`config.mk`:
```
export PLATFORM = sky130hd
export DESIGN_NAME = heater_timer_menu_controller
export DESIGN_NICKNAME = d
export VERILOG_FILES = /design/src/rtl/core/htmc_pkg.sv /design/src/rtl/core/heater_timer_menu_controller.sv
export SDC_FILE = /design/constraint.sdc
export NUM_CORES = 2
export LEC_CHECK = 0
export BUFFER_PORTS_ARGS = -buffer_cell sky130_fd_sc_hd__buf_4
export CORE_MARGIN = 1.5
export CORE_UTILIZATION = 45
export DETAILED_ROUTE_END_ITERATION = 7
export REMOVE_ABC_BUFFERS = 1
export SYNTH_ARGS = -nofsm -noshare
export SYNTH_HDL_FRONTEND = slang
export SYNTH_SLANG_ARGS = --single-unit
```
`constraint.sdc`:
```
create_clock -name clk -period 9.77 [get_ports clk]
set_input_delay 1.4655 -clock clk [delete_from_list [all_inputs] [get_ports clk]]
set_output_delay 1.4655 -clock clk [all_outputs]
set_load 0.02 [all_outputs]
```
`src/rtl/core/htmc_pkg.sv`:
```
`timescale 1ns / 1ps
// ============================================================================
// htmc_pkg: shared types and constants of the heater timer menu controller
// Payload structs, operation and reply codes, menu items, register indexes
// and the fixed-point reciprocals used for the display split.
// ============================================================================
package htmc_pkg;

    // operation codes of an input item
    localparam logic [2:0] OP_TICK  = 3'd0;
    localparam logic [2:0] OP_STEP  = 3'd1;
    localparam logic [2:0] OP_BTN   = 3'd2;
    localparam logic [2:0] OP_ON    = 3'd3;
    localparam logic [2:0] OP_OFF   = 3'd4;
    localparam logic [2:0] OP_ADD   = 3'd5;

    // remote reply codes
    localparam logic [2:0] REPLY_NONE    = 3'd0;
    localparam logic [2:0] REPLY_ON      = 3'd1;
    localparam logic [2:0] REPLY_ALREADY = 3'd2;
    localparam logic [2:0] REPLY_OFF     = 3'd3;
    localparam logic [2:0] REPLY_OK      = 3'd4;

    // menu items
    localparam logic [1:0] MENU_START = 2'd0;
    localparam logic [1:0] MENU_STOP  = 2'd1;
    localparam logic [1:0] MENU_SET   = 2'd2;
    localparam logic [1:0] MENU_SHOW  = 2'd3;

    // configuration register indexes
    localparam logic [1:0] CFG_MAX_MINUTES = 2'd0;
    localparam logic [1:0] CFG_ON_MINUTES  = 2'd1;
    localparam logic [1:0] CFG_ADD_MINUTES = 2'd2;

    // register reset values
    localparam logic [7:0] MAX_MINUTES_RST = 8'd90;
    localparam logic [7:0] ON_MINUTES_RST  = 8'd90;
    localparam logic [7:0] ADD_MINUTES_RST = 8'd15;

    localparam logic [23:0] MS_PER_MINUTE = 24'd60000;
    localparam logic [14:0] SEC_PER_MINUTE = 15'd60;

    // exact reciprocals for a 24-bit numerator: floor(r * M / 2^k)
    localparam logic [24:0] RECIP_MIN = 25'd18325194;   // ceil(2^40 / 60000)
    localparam int          SHIFT_MIN = 40;
    localparam logic [24:0] RECIP_SEC = 25'd17179870;   // ceil(2^34 / 1000)
    localparam int          SHIFT_SEC = 34;

    typedef struct packed {
        logic [2:0] operation;
        logic       step_up;
        logic       button_level;
        logic [9:0] elapsed_ms;
    } in_item_t;

    typedef struct packed {
        logic        heater_drive;
        logic [23:0] remaining_ms;
        logic [7:0]  minutes_left;
        logic [5:0]  seconds_left;
        logic [1:0]  menu_item;
        logic        in_set_mode;
        logic [7:0]  set_value;
        logic        show_address;
        logic [2:0]  remote_reply;
    } out_item_t;

endpackage

```
`src/rtl/core/heater_timer_menu_controller.sv`:
```
`timescale 1ns / 1ps
// ============================================================================
// heater_timer_menu_controller: timed heater with menu and remote commands
// Every input item updates the controller state and yields one result item
// showing the state after that item.
// ============================================================================
//
// Input channel in_valid/in_ready/in_data carries ticks (elapsed ms), encoder
// steps, button level samples and remote on/off/add commands. Every accepted
// item yields exactly one result on out_valid/out_ready/out_data, in order.
// The controller state is updated at the edge where the item transfers, so a
// new item can transfer in every cycle while the receiver takes results: one
// item per cycle sustained. An item then passes three registered stages: a
// snapshot stage, a stage of two constant reciprocal multipliers (minutes
// and whole seconds of the remaining time), and a stage forming the seconds
// field.
// When the receiver stalls, the three stages keep filling and in_ready drops
// only once all three hold a result; a bubble anywhere lets input through.
// The cfg_write port writes max, remote-on or add minutes, one register per
// cycle; the user must use it only while no item is in flight (not enforced).
// Reset: heater off, zero remaining time, start item, set mode off, set
// value 0, button released, registers at 90/90/15 minutes, pipeline empty.
//
module heater_timer_menu_controller
    import htmc_pkg::*;
(
    input  logic      clk,
    input  logic      rst_n,
    input  logic      in_valid,
    output logic      in_ready,
    input  in_item_t  in_data,
    output logic      out_valid,
    input  logic      out_ready,
    output out_item_t out_data,
    input  logic      cfg_write,
    input  logic [1:0] cfg_addr,
    input  logic [7:0] cfg_wdata
);

    // configuration registers and their millisecond products
    logic [7:0]  max_minutes_reg;
    logic [23:0] cap_ms_reg;
    logic [23:0] on_ms_reg;
    logic [23:0] add_ms_reg;
    logic [23:0] cfg_ms;

    // controller state
    logic        heater_reg,   heater_next;
    logic [23:0] remain_reg,   remain_next;
    logic [1:0]  menu_reg,     menu_next;
    logic        set_mode_reg, set_mode_next;
    logic [7:0]  chosen_reg,   chosen_next;
    logic        prev_btn_reg, prev_btn_next;
    logic        show_next;
    logic [2:0]  reply_next;

    // pipeline
    logic        v1_reg, v2_reg, v3_reg;
    logic        en1, en2, en3;
    logic        accept;
    out_item_t   s1_reg, s1_next;
    out_item_t   s2_reg, s2_next;
    out_item_t   s3_reg, s3_next;
    logic [14:0] t_sec_reg;
    logic [48:0] prod_min;
    logic [48:0] prod_sec;
    logic [14:0] sec_full;

    // working values
    logic [8:0]  chosen_inc;
    logic [23:0] elapsed_ext;
    logic [24:0] add_sum;
    logic        btn_fall;

    // stage enables, a stage loads when it is empty or its successor loads
    assign en3      = ~v3_reg | out_ready;
    assign en2      = ~v2_reg | en3;
    assign en1      = ~v1_reg | en2;
    assign in_ready = en1;
    assign accept   = in_valid & in_ready;

    // config write
    assign cfg_ms = 24'(cfg_wdata) * MS_PER_MINUTE;

    always_ff @(posedge clk or negedge rst_n)
    begin
        if (!rst_n)
        begin
            max_minutes_reg <= MAX_MINUTES_RST;
            cap_ms_reg      <= 24'(MAX_MINUTES_RST) * MS_PER_MINUTE;
            on_ms_reg       <= 24'(ON_MINUTES_RST) * MS_PER_MINUTE;
            add_ms_reg      <= 24'(ADD_MINUTES_RST) * MS_PER_MINUTE;
        end
        else if (cfg_write)
        begin
            case (cfg_addr)
                CFG_MAX_MINUTES:
                begin
                    max_minutes_reg <= cfg_wdata;
                    cap_ms_reg      <= cfg_ms;
                end
                CFG_ON_MINUTES:
                begin
                    on_ms_reg <= cfg_ms;
                end
                CFG_ADD_MINUTES:
                begin
                    add_ms_reg <= cfg_ms;
                end
                default:
                begin
                end
            endcase
        end
    end

    // event handling
    assign chosen_inc  = {1'b0, chosen_reg} + 9'd1;
    assign elapsed_ext = {14'd0, in_data.elapsed_ms};
    assign add_sum     = {1'b0, remain_reg} + {1'b0, add_ms_reg};
    assign btn_fall    = prev_btn_reg & ~in_data.button_level;

    always_comb
    begin
        heater_next   = heater_reg;
        remain_next   = remain_reg;
        menu_next     = menu_reg;
        set_mode_next = set_mode_reg;
        chosen_next   = chosen_reg;
        prev_btn_next = prev_btn_reg;
        show_next     = 1'b0;
        reply_next    = REPLY_NONE;
        if (accept)
        begin
            case (in_data.operation)
                OP_TICK:
                begin
                    if (heater_reg && (remain_reg != 24'd0))
                    begin
                        if (elapsed_ext >= remain_reg)
                        begin
                            remain_next = 24'd0;
                            heater_next = 1'b0;
                        end
                        else
                        begin
                            remain_next = remain_reg - elapsed_ext;
                        end
                    end
                end
                OP_STEP:
                begin
                    if (set_mode_reg)
                    begin
                        if (in_data.step_up)
                            chosen_next = (chosen_inc > {1'b0, max_minutes_reg}) ?
                                          8'd0 : chosen_inc[7:0];
                        else if (chosen_reg == 8'd0)
                            chosen_next = max_minutes_reg;
                        else
                            chosen_next = chosen_reg - 8'd1;
                    end
                    else if (in_data.step_up)
                    begin
                        menu_next = menu_reg + 2'd1;
                    end
                    else
                    begin
                        menu_next = menu_reg - 2'd1;
                    end
                end
                OP_BTN:
                begin
                    if (btn_fall)
                    begin
                        if (set_mode_reg)
                        begin
                            remain_next   = 24'(chosen_reg) * MS_PER_MINUTE;
                            set_mode_next = 1'b0;
                        end
                        else
                        begin
                            case (menu_reg)
                                MENU_START:
                                    if (!heater_reg && (remain_reg != 24'd0))
                                        heater_next = 1'b1;
                                MENU_STOP:
                                    heater_next = 1'b0;
                                MENU_SET:
                                    if (!heater_reg)
                                        set_mode_next = 1'b1;
                                MENU_SHOW:
                                    show_next = 1'b1;
                                default:
                                    show_next = 1'b0;
                            endcase
                        end
                    end
                    prev_btn_next = in_data.button_level;
                end
                OP_ON:
                begin
                    if (remain_reg == 24'd0)
                    begin
                        remain_next = on_ms_reg;
                        heater_next = 1'b1;
                        reply_next  = REPLY_ON;
                    end
                    else
                    begin
                        reply_next = REPLY_ALREADY;
                    end
                end
                OP_OFF:
                begin
                    heater_next = 1'b0;
                    remain_next = 24'd0;
                    reply_next  = REPLY_OFF;
                end
                OP_ADD:
                begin
                    remain_next = (add_sum > {1'b0, cap_ms_reg}) ?
                                  cap_ms_reg : add_sum[23:0];
                    reply_next  = REPLY_OK;
                end
                default:
                begin
                    reply_next = REPLY_NONE;
                end
            endcase
        end
    end

    // state registers
    always_ff @(posedge clk or negedge rst_n)
    begin
        if (!rst_n)
        begin
            heater_reg   <= 1'b0;
            remain_reg   <= 24'd0;
            menu_reg     <= MENU_START;
            set_mode_reg <= 1'b0;
            chosen_reg   <= 8'd0;
            prev_btn_reg <= 1'b1;
        end
        else
        begin
            heater_reg   <= heater_next;
            remain_reg   <= remain_next;
            menu_reg     <= menu_next;
            set_mode_reg <= set_mode_next;
            chosen_reg   <= chosen_next;
            prev_btn_reg <= prev_btn_next;
        end
    end

    // snapshot of the state after the event
    always_comb
    begin
        s1_next              = '0;
        s1_next.heater_drive = heater_next;
        s1_next.remaining_ms = remain_next;
        s1_next.menu_item    = menu_next;
        s1_next.in_set_mode  = set_mode_next;
        s1_next.set_value    = chosen_next;
        s1_next.show_address = show_next;
        s1_next.remote_reply = reply_next;
    end

    // reciprocal multiplies for minutes and whole seconds
    assign prod_min = 49'(s1_reg.remaining_ms) * 49'(RECIP_MIN);
    assign prod_sec = 49'(s1_reg.remaining_ms) * 49'(RECIP_SEC);

    always_comb
    begin
        s2_next              = s1_reg;
        s2_next.minutes_left = prod_min[SHIFT_MIN +: 8];
    end

    // seconds within the minute
    assign sec_full = t_sec_reg - 15'(s2_reg.minutes_left) * SEC_PER_MINUTE;

    always_comb
    begin
        s3_next              = s2_reg;
        s3_next.seconds_left = sec_full[5:0];
    end

    // stage valid bits
    always_ff @(posedge clk or negedge rst_n)
    begin
        if (!rst_n)
        begin
            v1_reg <= 1'b0;
            v2_reg <= 1'b0;
            v3_reg <= 1'b0;
        end
        else
        begin
            if (en1)
                v1_reg <= accept;
            if (en2)
                v2_reg <= v1_reg;
            if (en3)
                v3_reg <= v2_reg;
        end
    end

    // stage payloads
    always_ff @(posedge clk)
    begin
        if (en1)
            s1_reg <= s1_next;
        if (en2)
        begin
            s2_reg    <= s2_next;
            t_sec_reg <= 15'(prod_sec >> SHIFT_SEC);
        end
        if (en3)
            s3_reg <= s3_next;
    end

    assign out_valid = v3_reg;
    assign out_data  = s3_reg;

    // checks
    a_stall_only_when_full: assert property (@(posedge clk) disable iff (!rst_n)
        !in_ready |-> (v1_reg && v2_reg && v3_reg))
        else $error("input stalled with a free stage");

    a_seconds_range: assert property (@(posedge clk) disable iff (!rst_n)
        out_valid |-> (out_data.seconds_left < 6'd60))
        else $error("seconds field out of range");

    a_minutes_split: assert property (@(posedge clk) disable iff (!rst_n)
        out_valid |-> (out_data.remaining_ms >=
                       24'(out_data.minutes_left) * MS_PER_MINUTE))
        else $error("minutes field exceeds remaining time");

    a_remote_off: assert property (@(posedge clk) disable iff (!rst_n)
        (accept && (in_data.operation == OP_OFF)) |=>
            (!heater_reg && (remain_reg == 24'd0)))
        else $error("remote off left heater running");

endmodule
```
==> key figures <==
Outcome
  – Status: finished, final reports clean

Setup path
  – Crit Path Class: register to register
  – Biggest cell delay along the critical path: 0.93 ns
  – CP max stage cell: edfxtp_1
  – CP endpoint kind: register
  – CP arrival: 7.92 ns
  – CP Launch Type: register
  – Flop2flop setup slack: 2.17 ns
  – Crit path required time: 10.09 ns
  – Crit path max fanout: 15
  – CP bufs+invs: 4
  – Critical Path Most Common Cell: fa_1
  – Reg2reg start: s1_reg[46]
  – FF-to-FF path depth: 22
  – Sequence of cells on the critical path: inv_1 > fa_1 > inv_1 > fa_1 > ha_1 > inv_1 > fa_1 > fa_1 > inv_1 > fa_1 > fa_1 > ha_1 > a21oi_1 > o21ai_0 > a221oi_1 > nor2_1 > nor3_1 > o32ai_1 > or4_1 > a31o_2 > a21oi_1 > xnor2_1
  – RR Endpoint: t_sec_reg[5]
  – CP delay by family, top: adder cells

Yosys
  – EDFF count, synth: 148
  – Distinct cells, synth: 79
  – Post-synth top area cell: fa_1
  – Top cells by area, synth: fa_1 (27%), ha_1 (25%), edfxtp_1 (14%), inv_1 (7.9%), dfrtp_1 (5.6%)
  – Syn Area/Cell: 10.8 µm²
  – Post-Synth XOR/XNOR Area: 2.72%
  – Ys async rst share: 41.3%
  – Post-Synth Adder-Cell Area: 51.1%
  – Register area share after synthesis: 22.5%
  – Synth Register Bits: 252
  – Synth Area in Compound Gates: 8.55%
  – Synth Warn #: 0
  – Syn Std Cell Area: 31600 µm²
  – Synth Area in Simple Gates: 5.79%
  – Top_reg_cell synth: edfxtp_1
  – Main combinational cell family by area after synthesis: adder cells
  – Synth top area share: 26.5%
  – Post-Synthesis Cells: 2921
  – Post-synthesis mux area share: 0.975%

Clock tree
  – Clock tree buffer depth: 3
  – Setup bufs post-CTS: 0
  – H-tree depth: 1
  – Clock root buffer: clkbuf_16
  – Worst-path clk slew: 0.08 ns
  – Worst skew pair latency: 0.60 ns
  – TritonCTS clock tree: yes
  – CTS buffer count: 29
  – Post-CTS Resized: 0
  – Clk sinks: 252
  – Hold Buf Count CTS: 0

Global routing
  – First-pass GRT wire length: 128000 µm
  – GR Layer Usage met1: 28.8%
  – Initial antenna violation count: 3
  – Number of global-route vias before repair: 23100
  – Largest net degree at the start of global routing: 66
  – GR Util met2: 42.6%
  – GR peak layer: met2
  – Total GRT Usage: 23.2%
  – Met3 GRT Util: 2.20%
  – GRT overflow: 0

Final layout
  – Most frequent cells in the layout: inv_1 (665), ha_1 (621), fa_1 (418), edfxtp_1 (148), nand2_1 (133)
  – Layout cells sized above 1: 7.45%
  – Register area: 7090 µm²
  – Max FFs per register: 54
  – Commonest non-fill, non-tap cell in the layout: inv_1
  – Antenna Cells: 0
  – Fin nets: 4093
  – Area of the multi-input gates: 21800 µm²
  – FILL cells: 6286
  – Area delta synth->final: 9.19%

STA
  – FMAX: 132 MHz
  – Skew final: 0.0352 ns
  – Final Critical Period: 7.60 ns
  – Final Hold Viols: 0
  – Fin crit share: 77.7%
  – Setup TNS: 0 ns
  – Slew headroom: 25.1%
  – Final setup vio count: 0
  – Slew Limit Fails: 0
  – RSZ-0062 raised after global routing: no
  – Slew of the pin with the lowest slew margin: 1.12 ns
  – Min Hold Slack: 0.417 ns

Detailed routing
  – Wire per inst: 20.1 µm
  – Detailed Route WL: 80100 µm
  – Via density: 5.24
  – Final ANT Viol Nets: 0
  – # DRC: 0
  – Initial DRC count: 1187
  – DRT Pass-1 Iters: 5
  – Vias: 20800

Place
  – GPL Wtd Cong: 0.995
  – DP HPWL: 67300 µm
  – Port bufs: 85

Hold path
  – HP Class: register to register
  – Min-delay src: s2_reg[53]
  – Hold Path End: out_data[53]
  – Hold depth: 0

Floorplan
  – Core area: 68900 µm²
  – Rows: 96
  – DIE WIDTH: 268 µm
  – Initial Util: 45.8%
  – IO Count: 86
  – Die area: 71700 µm²
  – Die Ht: 268 µm

Flow run
  – Max-Cap Viols: 0
[per-layer routing]
metal	vias to the layer above	routed length [µm]
li1	9915	-
met1	10400	33900
met2	363	41200
met3	141	2320
met4	6	2700
met5	-	44
[cell families (layout without fill, tap and decap cells)]
| kind of cell | count (synthesis) | after routing |
|---|---|---|
| adder cells (fa/ha/maj) | 1039 | 1039 |
| buffers and inverters | 699 | 825 |
| AO/OA/AOI/OAI | 422 | 422 |
| AND/OR/NAND/NOR | 382 | 382 |
| flip-flops | 252 | 252 |
| XOR/XNOR | 98 | 98 |
| multiplexers | 29 | 29 |
[worst reg2reg max path: stages (launching register included)]
cell and delay (ns):
edfxtp_1 0.93, inv_1 0.18, fa_1 0.56, inv_1 0.10, fa_1 0.48, ha_1 0.30, inv_1 0.06, fa_1 0.47
fa_1 0.50, inv_1 0.06, fa_1 0.51, fa_1 0.49, ha_1 0.32, a21oi_1 0.12, o21ai_0 0.11, a221oi_1 0.25
nor2_1 0.07, nor3_1 0.55, o32ai_1 0.27, or4_1 0.48, a31o_2 0.27, a21oi_1 0.18, xnor2_1 0.08
[final cells by class]
| class | instances | area share (%) |
|---|---|---|
| multi-input combinational | 1970 | 63.4 |
| sequential | 252 | 20.6 |
| inverter | 665 | 7.25 |
| tap | 931 | 3.38 |
| timing repair buffer | 106 | 2.31 |
| clock buffer | 29 | 2.11 |
| clock inverter | 25 | 0.991 |
[synth_stat cells, types with 28 or more instances]
cell,number
nand2_1,133
xor2_1,28
inv_1,665
dfrtp_1,70
xnor2_1,70
a21oi_1,106
nor3_1,35
edfxtp_1,148
nor2_1,91
o21ai_0,107
ha_1,621
fa_1,418
clkbuf_1,29
dfstp_2,34
[worst max path at each step]
stage / slack, ns / startpoint / cells past startpoint / end
after floorplan: 3.27 / s1_reg[50] / 20 / t_sec_reg[5]
after global placement: 2.28 / s1_reg[43] / 18 / t_sec_reg[5]
after detailed placement: 2.16 / s1_reg[43] / 18 / t_sec_reg[5]
after CTS: 2.10 / s1_reg[43] / 18 / t_sec_reg[5]
after global routing: 1.77 / s1_reg[43] / 18 / t_sec_reg[5]
final: 2.17 / s1_reg[46] / 22 / t_sec_reg[5]
[per-stage QoR]
step           setup WS, ns  cell area [µm²]  util, %  cells
2_1_floorplan          3.27            31400        -   2887
3_3_place_gp           2.28            33400     48.4   3924
3_5_place_dp           2.16            33400     48.4   3924
4_1_cts                2.10            34500     50.0   3978
5_1_grt                1.77            34500     50.0   3978
6_report               2.17            34500     50.0   3978
Power is not shown: default switching activity piles up to over one toggle a cycle in this logic, so the estimate is an artifact.
